File: config.mk
export PLATFORM = sky130hd
export DESIGN_NAME = roman_numeral_encoder_unit
export DESIGN_NICKNAME = d
export VERILOG_FILES = /design/src/rtl/rne_pkg.sv /design/src/rtl/roman_numeral_encoder_unit.sv /design/src/rtl/rne_ctrl.sv /design/src/rtl/rne_dp.sv
export SDC_FILE = /design/constraint.sdc
export NUM_CORES = 1
export LEC_CHECK = 0
export BUFFER_PORTS_ARGS = -buffer_cell sky130_fd_sc_hd__buf_2
export CORE_MARGIN = 8
export CORE_UTILIZATION = 45
export DETAILED_ROUTE_END_ITERATION = 16
export PLACE_DENSITY = 0.69
export SLEW_MARGIN = 20
export SYNTH_ARGS = -nofsm -noshare
export SYNTH_HDL_FRONTEND = slang
export SYNTH_SLANG_ARGS = --single-unit
File: constraint.sdc
create_clock -name clk -period 4.1 [get_ports clk]
set_clock_uncertainty 0.1 [all_clocks]
set_input_delay 0.82 -clock clk [delete_from_list [all_inputs] [get_ports clk]]
set_output_delay 0.82 -clock clk [all_outputs]
set_load 0.02 [all_outputs]
File: src/rtl/rne_pkg.sv
// Package for the Roman numeral encoder: widths, register indexes, letter codes,
// the numeral symbol table and the command and status types shared by the modules.
// Depends on nothing.
package rne_pkg;

  localparam int YEAR_W      = 12;
  localparam int LETTER_W    = 8;
  localparam int CFG_IDX_W   = 1;
  localparam int IN_TDATA_W  = 16;
  localparam int OUT_TDATA_W = 8;
  localparam int NUM_SYMS    = 13;

  localparam logic [YEAR_W-1:0] MIN_YEAR_RST  = 12'd1000;
  localparam logic [YEAR_W-1:0] MAX_YEAR_RST  = 12'd3000;
  localparam logic [YEAR_W-1:0] HARD_MAX_YEAR = 12'd3999;

  localparam logic [CFG_IDX_W-1:0] REG_MIN_YEAR = 1'b0;
  localparam logic [CFG_IDX_W-1:0] REG_MAX_YEAR = 1'b1;

  localparam logic [LETTER_W-1:0] CHR_NONE = 8'h00;
  localparam logic [LETTER_W-1:0] CHR_M    = 8'h4D;
  localparam logic [LETTER_W-1:0] CHR_D    = 8'h44;
  localparam logic [LETTER_W-1:0] CHR_C    = 8'h43;
  localparam logic [LETTER_W-1:0] CHR_L    = 8'h4C;
  localparam logic [LETTER_W-1:0] CHR_X    = 8'h58;
  localparam logic [LETTER_W-1:0] CHR_V    = 8'h56;
  localparam logic [LETTER_W-1:0] CHR_I    = 8'h49;

  typedef struct packed {
    logic [YEAR_W-1:0]   value;
    logic [LETTER_W-1:0] first;
    logic [LETTER_W-1:0] second;
    logic                pair;
  } sym_t;

  // Symbols in ascending order of value.
  localparam sym_t SYM_TABLE [NUM_SYMS] = '{
    '{12'd1,    CHR_I, CHR_NONE, 1'b0},
    '{12'd4,    CHR_I, CHR_V,    1'b1},
    '{12'd5,    CHR_V, CHR_NONE, 1'b0},
    '{12'd9,    CHR_I, CHR_X,    1'b1},
    '{12'd10,   CHR_X, CHR_NONE, 1'b0},
    '{12'd40,   CHR_X, CHR_L,    1'b1},
    '{12'd50,   CHR_L, CHR_NONE, 1'b0},
    '{12'd90,   CHR_X, CHR_C,    1'b1},
    '{12'd100,  CHR_C, CHR_NONE, 1'b0},
    '{12'd400,  CHR_C, CHR_D,    1'b1},
    '{12'd500,  CHR_D, CHR_NONE, 1'b0},
    '{12'd900,  CHR_C, CHR_M,    1'b1},
    '{12'd1000, CHR_M, CHR_NONE, 1'b0}
  };

  // Largest symbol whose value does not exceed the remainder.
  function automatic sym_t pick_sym(input logic [YEAR_W-1:0] rem);
    sym_t best;
    best = SYM_TABLE[0];
    for (int i = 1; i < NUM_SYMS; i++) begin
      if (SYM_TABLE[i].value <= rem) begin
        best = SYM_TABLE[i];
      end
    end
    return best;
  endfunction

  typedef struct packed {
    logic load;
    logic step;
  } cmd_t;

  typedef struct packed {
    logic slot_free;
    logic beat_last;
  } sts_t;

endpackage

File: src/rtl/roman_numeral_encoder_unit.sv
// Top level of the Roman numeral encoder: joins the controller and the datapath.
// Depends on rne_pkg, rne_ctrl and rne_dp.
//
//  Channel | Direction | Payload                                  | Marker
//  in_     | slave     | tdata[11:0] year                         | -
//  out_    | master    | tdata[7:0] letter, tuser[0] rejected     | tlast ends a run
//  cfg_    | write     | cfg_addr index, cfg_wdata[11:0] value    | -
//
// A year is taken, then one letter beat leaves per cycle while the output is not
// stalled: up to fifteen beats, one beat for a rejected year. The next year is
// taken in the cycle after the last beat has entered the output register. Reset is
// synchronous and active low. A stalled output holds the run where it stands.
module roman_numeral_encoder_unit (
  input  logic                                clk,
  input  logic                                rst_n,
  input  logic                                in_tvalid,
  output logic                                in_tready,
  input  logic [rne_pkg::IN_TDATA_W-1:0]      in_tdata,   // [11:0] year
  output logic                                out_tvalid,
  input  logic                                out_tready,
  output logic [rne_pkg::OUT_TDATA_W-1:0]     out_tdata,  // [7:0] letter
  output logic                                out_tuser,  // [0] rejected
  output logic                                out_tlast,
  input  logic                                cfg_we,
  input  logic [rne_pkg::CFG_IDX_W-1:0]       cfg_addr,
  input  logic [rne_pkg::YEAR_W-1:0]          cfg_wdata
);

  rne_pkg::cmd_t cmd;
  rne_pkg::sts_t sts;

  rne_ctrl u_ctrl (
    .clk       (clk),
    .rst_n     (rst_n),
    .in_tvalid (in_tvalid),
    .in_tready (in_tready),
    .sts       (sts),
    .cmd       (cmd)
  );

  rne_dp u_dp (
    .clk          (clk),
    .rst_n        (rst_n),
    .cfg_we       (cfg_we),
    .cfg_addr     (cfg_addr),
    .cfg_wdata    (cfg_wdata),
    .year         (in_tdata[rne_pkg::YEAR_W-1:0]),
    .cmd          (cmd),
    .sts          (sts),
    .out_valid    (out_tvalid),
    .out_ready    (out_tready),
    .out_letter   (out_tdata),
    .out_rejected (out_tuser),
    .out_last     (out_tlast)
  );

  a_reject_beat: assert property (@(posedge clk) disable iff (!rst_n)
    out_tvalid && out_tuser |-> (out_tdata == rne_pkg::CHR_NONE) && out_tlast)
    else $error("Reject beat carries a letter or lacks tlast.");

  a_letter_code: assert property (@(posedge clk) disable iff (!rst_n)
    out_tvalid && !out_tuser |->
      (out_tdata == rne_pkg::CHR_M) || (out_tdata == rne_pkg::CHR_D) ||
      (out_tdata == rne_pkg::CHR_C) || (out_tdata == rne_pkg::CHR_L) ||
      (out_tdata == rne_pkg::CHR_X) || (out_tdata == rne_pkg::CHR_V) ||
      (out_tdata == rne_pkg::CHR_I))
    else $error("Letter beat carries a code that is no numeral letter.");

  a_one_item: assert property (@(posedge clk) disable iff (!rst_n)
    in_tvalid && in_tready |=> !in_tready)
    else $error("Input still ready after a year was taken.");

endmodule

File: src/rtl/rne_ctrl.sv
// Controller state machine of the Roman numeral encoder.
// Depends on rne_pkg for the command and status types.
module rne_ctrl (
  input  logic          clk,
  input  logic          rst_n,
  input  logic          in_tvalid,
  output logic          in_tready,
  input  rne_pkg::sts_t sts,
  output rne_pkg::cmd_t cmd
);

  typedef enum logic {
    S_IDLE,
    S_RUN
  } state_t;

  state_t state_r;
  state_t state_nxt;

  assign in_tready = (state_r == S_IDLE);
  assign cmd.load  = in_tvalid && in_tready;
  assign cmd.step  = (state_r == S_RUN) && sts.slot_free;

  always_comb begin
    state_nxt = state_r;
    unique case (state_r)
      S_IDLE: begin
        if (cmd.load) begin
          state_nxt = S_RUN;
        end
      end
      S_RUN: begin
        if (cmd.step && sts.beat_last) begin
          state_nxt = S_IDLE;
        end
      end
      default: state_nxt = S_IDLE;
    endcase
  end

  always_ff @(posedge clk) begin
    if (!rst_n) begin
      state_r <= S_IDLE;
    end else begin
      state_r <= state_nxt;
    end
  end

endmodule

File: src/rtl/rne_dp.sv
// Datapath of the Roman numeral encoder: range registers, remainder, pending
// second letter and output register. Depends on rne_pkg.
module rne_dp (
  input  logic                                clk,
  input  logic                                rst_n,
  input  logic                                cfg_we,
  input  logic [rne_pkg::CFG_IDX_W-1:0]       cfg_addr,
  input  logic [rne_pkg::YEAR_W-1:0]          cfg_wdata,
  input  logic [rne_pkg::YEAR_W-1:0]          year,
  input  rne_pkg::cmd_t                       cmd,
  output rne_pkg::sts_t                       sts,
  output logic                                out_valid,
  input  logic                                out_ready,
  output logic [rne_pkg::LETTER_W-1:0]        out_letter,
  output logic                                out_rejected,
  output logic                                out_last
);

  logic [rne_pkg::YEAR_W-1:0]   min_year_r;
  logic [rne_pkg::YEAR_W-1:0]   max_year_r;
  logic [rne_pkg::YEAR_W-1:0]   rem_r;
  logic [rne_pkg::YEAR_W-1:0]   rem_nxt;
  logic                         reject_r;
  logic                         pend_r;
  logic [rne_pkg::LETTER_W-1:0] pend_letter_r;
  logic                         out_valid_r;
  logic [rne_pkg::LETTER_W-1:0] letter_r;
  logic                         rejected_r;
  logic                         last_r;
  logic [rne_pkg::LETTER_W-1:0] letter_nxt;
  logic                         last_nxt;
  logic                         year_bad;
  rne_pkg::sym_t                sym;

  assign year_bad = (year < min_year_r) || (year > max_year_r) ||
                    (year == '0) || (year > rne_pkg::HARD_MAX_YEAR);

  assign sym = rne_pkg::pick_sym(rem_r);

  always_comb begin
    rem_nxt    = rem_r;
    letter_nxt = rne_pkg::CHR_NONE;
    last_nxt   = 1'b1;
    if (reject_r) begin
      letter_nxt = rne_pkg::CHR_NONE;
      last_nxt   = 1'b1;
    end else if (pend_r) begin
      letter_nxt = pend_letter_r;
      last_nxt   = (rem_r == '0);
    end else begin
      rem_nxt    = rem_r - sym.value;
      letter_nxt = sym.first;
      last_nxt   = !sym.pair && (rem_nxt == '0);
    end
  end

  assign sts.slot_free = !out_valid_r || out_ready;
  assign sts.beat_last = last_nxt;

  always_ff @(posedge clk) begin
    if (!rst_n) begin
      min_year_r  <= rne_pkg::MIN_YEAR_RST;
      max_year_r  <= rne_pkg::MAX_YEAR_RST;
      out_valid_r <= 1'b0;
      pend_r      <= 1'b0;
    end else begin
      if (cfg_we) begin
        unique case (cfg_addr)
          rne_pkg::REG_MIN_YEAR: min_year_r <= cfg_wdata;
          rne_pkg::REG_MAX_YEAR: max_year_r <= cfg_wdata;
          default: ;
        endcase
      end
      if (cmd.load) begin
        pend_r <= 1'b0;
      end else if (cmd.step) begin
        pend_r <= !reject_r && !pend_r && sym.pair;
      end
      if (cmd.step) begin
        out_valid_r <= 1'b1;
      end else if (out_ready) begin
        out_valid_r <= 1'b0;
      end
    end
  end

  always_ff @(posedge clk) begin
    if (cmd.load) begin
      rem_r    <= year;
      reject_r <= year_bad;
    end else if (cmd.step) begin
      rem_r <= rem_nxt;
    end
    if (cmd.step && !pend_r) begin
      pend_letter_r <= sym.second;
    end
    if (cmd.step) begin
      letter_r   <= letter_nxt;
      rejected_r <= reject_r;
      last_r     <= last_nxt;
    end
  end

  assign out_valid    = out_valid_r;
  assign out_letter   = letter_r;
  assign out_rejected = rejected_r;
  assign out_last     = last_r;

endmodule

==> summary.md <==
| Metric | Value |
|---|---|
| Clock Sinks | `54` |
| DR iter-0 viols | `178` |
| Multi-input gate area | `2330 µm²` |
| #FFs+latches synth | `54` |
| N_diodes | `0` |
| Share of post-route cells with drive strength above 1 | `17.6%` |
| Ys flop type | `edfxtp_1` |
| Initial antenna violation count | `0` |
| Final Hold Vio Count | `0` |
| RSZ-0062 raised after global routing | `false` |
| Total grt overflow | `0` |
| Vias/cell | `5.68` |
| HPWL after detailed placement | `7620 µm` |
| Crit share post-route | `95.2%` |
| Setup TNS | `0 ps` |
| Final Wtd Congestion | `0.932` |
| Clock power share | `16.1%` |
| Pre-CTS setup slack | `238 ps` |
| Dominant cells by area after synthesis | `edfxtp_1 (21%), dfxtp_1 (14%), ha_1 (11%), nand2_1 (7.1%), inv_1 (3.3%)` |
| Clk pin slew, worst setup/hold paths | `120 ps` |
| Synth async-reset ratio | `0%` |
| Sw Ratio | `41.2%` |
| Number of H-tree levels | `2` |
| Final worst-path setup slack | `196 ps` |
| Cts-stage hold buffer count | `0` |
| Total net switching power | `0.822 mW` |
| NumNets Final | `572` |
| Worst Path Required | `4230 ps` |
| CTS root buf | `clkbuf_8` |
| Site row count | `34` |
| PwrDens | `457 nW/µm²` |
| Syn Inst Count | `460` |
| DRT antenna net count | `0` |
| CTS tree | `built` |
| YS warnings | `0` |
| Most frequent cells in the layout | `nand2_1 (74), buf_2 (39), inv_1 (34)` |
| Biggest area consumer among synthesized cells | `edfxtp_1` |
| Core area | `8550 µm²` |
| Top-Level Pins | `46` |
| Final setup violation count | `0` |
| Largest net degree at the start of global routing | `28` |
| Slew at the pin with the worst max-slew slack | `701 ps` |
| Number of synthesized flops with an enable pin | `27` |
| Initial Utilization | `45.5%` |
| FMAX | `256 MHz` |
| CTS Buf Count | `5` |
| P_int | `1.17 mW` |
| Syn Std Cell Area | `3890 µm²` |
| Worst-Skew Late Latency | `320 ps` |
| Reg power frac | `37.3%` |
| CP Max Fanout | `4` |
| Sequential cell area | `1350 µm²` |
| CP endpoint kind | `flop` |
| Worst setup SP type | `flop` |
| Clk buf depth | `2` |
| Number of global-route vias before repair | `3355` |
| Filler cells | `810` |
| Layout area overhead | `12.3%` |
| Hold crit path type | `reg2reg` |
| DP Cell Count | `603` |
| Port bufs | `39` |
| # Max-Cap Violations | `0` |
| First-pass GRT wire length | `16100 µm` |
| Worst slew margin | `53.1%` |
| Drt first pass iters | `5` |
| Post-route minimum period | `3900 ps` |
| Combinational share of power | `46.6%` |
| Max Transition Viols Final | `0` |
| Fin cells | `613` |
| Drt wl/cell | `15.8 µm` |
| DR vias | `3483` |
| Commonest non-fill, non-tap cell in the layout | `nand2_1` |
| Total GRT Usage | `16.7%` |
| Die area | `11900 µm²` |
| Tightest hold margin | `371 ps` |
| Count of cell types in the netlist | `69` |
| Crit path kind | `reg2reg` |
| VDD IR max | `0.000190 V` |
| Final routed DRC violation total | `0` |
| Die X | `109 µm` |
| Post-Route WL | `9690 µm` |
| Synth top area share | `20.8%` |
| Crit path DAT | `4030 ps` |
| Mean post-synth cell area | `8.46 µm²` |
| Die Ht | `109 µm` |
| Status | `complete, no violations` |
| Leak Pwr | `1.87 nW` |
| Sequential element share of the synthesized area | `34.7%` |
==> worst paths after layout <==
| kind | depth (start not counted) | startpoint | end | slack, ps |
|---|---|---|---|---|
| hold reg to reg | 2 | u_dp.min_year_r[1] | u_dp.min_year_r[1] | 370 |
| setup reg to reg | 13 | u_dp.rem_r[8] | u_ctrl.state_r | 200 |
| setup / recovery | 13 | u_dp.rem_r[8] | u_ctrl.state_r | 200 |
| hold / removal | 2 | u_dp.min_year_r[1] | u_dp.min_year_r[1] | 370 |
==> worst max-delay path, cell delays in order (launching register included) <==
cell	delay [ps]
edfxtp_1	420
or4_4	610
nor3_4	200
o21ai_0	140
a21oi_1	160
o21bai_1	110
ha_1	380
o21ai_2	150
a21oi_2	50
or4_1	410
a2111o_1	420
a221oi_2	280
nand4b_1	180
o21a_1	200
==> logic make-up after synthesis <==
family,Yosys count,synth area share (%)
flops,54,34.7
compound gates,129,23.8
other cells,1,0.0963
xor+xnor,7,1.58
fa+ha+maj,34,11.1
buf+inv,56,5.91
simple gates,179,22.8
==> layout make-up <==
cell class / instances / area share [%]
Tap cell: 108 / 3.09
Sequential cell: 54 / 30.9
Timing Repair Buffer: 58 / 7.73
Clock buffer: 5 / 1.57
Clock inverter: 3 / 0.572
Multi-Input combinational cell: 351 / 53.2
Inverter: 34 / 2.92
==> Yosys cell counts (all sizes together), types with 4 or more instances <==
| master | number |
|---|---|
| inv | 34 |
| nand3 | 9 |
| a21o | 10 |
| xnor2 | 5 |
| o211ai | 16 |
| nand4 | 5 |
| a21boi | 12 |
| ha | 33 |
| o21ai | 24 |
| or4 | 4 |
| o21a | 6 |
| a21oi | 27 |
| buf | 11 |
| edfxtp | 27 |
| nand2b | 5 |
| or2 | 5 |
| nor2b | 7 |
| clkbuf | 11 |
| nor4 | 8 |
| dfxtp | 27 |
| nor3 | 17 |
| nand2 | 74 |
| a211oi | 4 |
| nor2 | 30 |
==> flip-flops by register name, indices dropped and copies added, names as in the netlist <==
signal              flops
u_dp.out_last           1
u_dp.pend_letter_r      6
u_dp.max_year_r        12
u_ctrl.state_r          1
u_dp.rem_r             12
u_dp.out_rejected       1
u_dp.pend_r             1
u_dp.min_year_r        12
u_dp.out_valid          1
u_dp.reject_r           1
u_dp.out_letter         6
==> timing repair <==
action                                  in CTS  in global routing
endpoints found under the setup margin       0                  1
gates resized for setup                      0                  2
buffers inserted                             0                  2
==> per-layer routing <==
| layer | vias up | GRT usage, % | share of wire, % |
|---|---|---|---|
| met5 | - | 0 | 0 |
| li1 | 1757 | - | - |
| met4 | 0 | 6.06 | 2.8 |
| met2 | 97 | 27.5 | 47 |
| met3 | 23 | 2.48 | 4.3 |
| met1 | 1606 | 21.7 | 46 |
==> power groups by stage <==
stage / Sequential (mW) / Clock [mW] / Combinational (mW)
floorplan: 0.723 / 0 / 0.700
global placement: 0.754 / 0 / 0.890
detailed placement: 0.755 / 0 / 0.901
CTS: 0.743 / 0.328 / 0.908
global route: 0.755 / 0.353 / 1.03
finish: 0.745 / 0.322 / 0.929
==> stage by stage <==
| step | area, µm² | util (%) | power, mW |
|---|---|---|---|
| 2_1_floorplan | 3900 | - | 1.42 |
| 3_5_place_dp | 4250 | 49.7 | 1.66 |
| 3_3_place_gp | 4250 | 49.7 | 1.64 |
| 6_report | 4370 | 51.1 | 2.00 |
| 4_1_cts | 4350 | 50.8 | 1.98 |
| 5_1_grt | 4370 | 51.1 | 2.14 |
(Power assumes the default switching activity.)
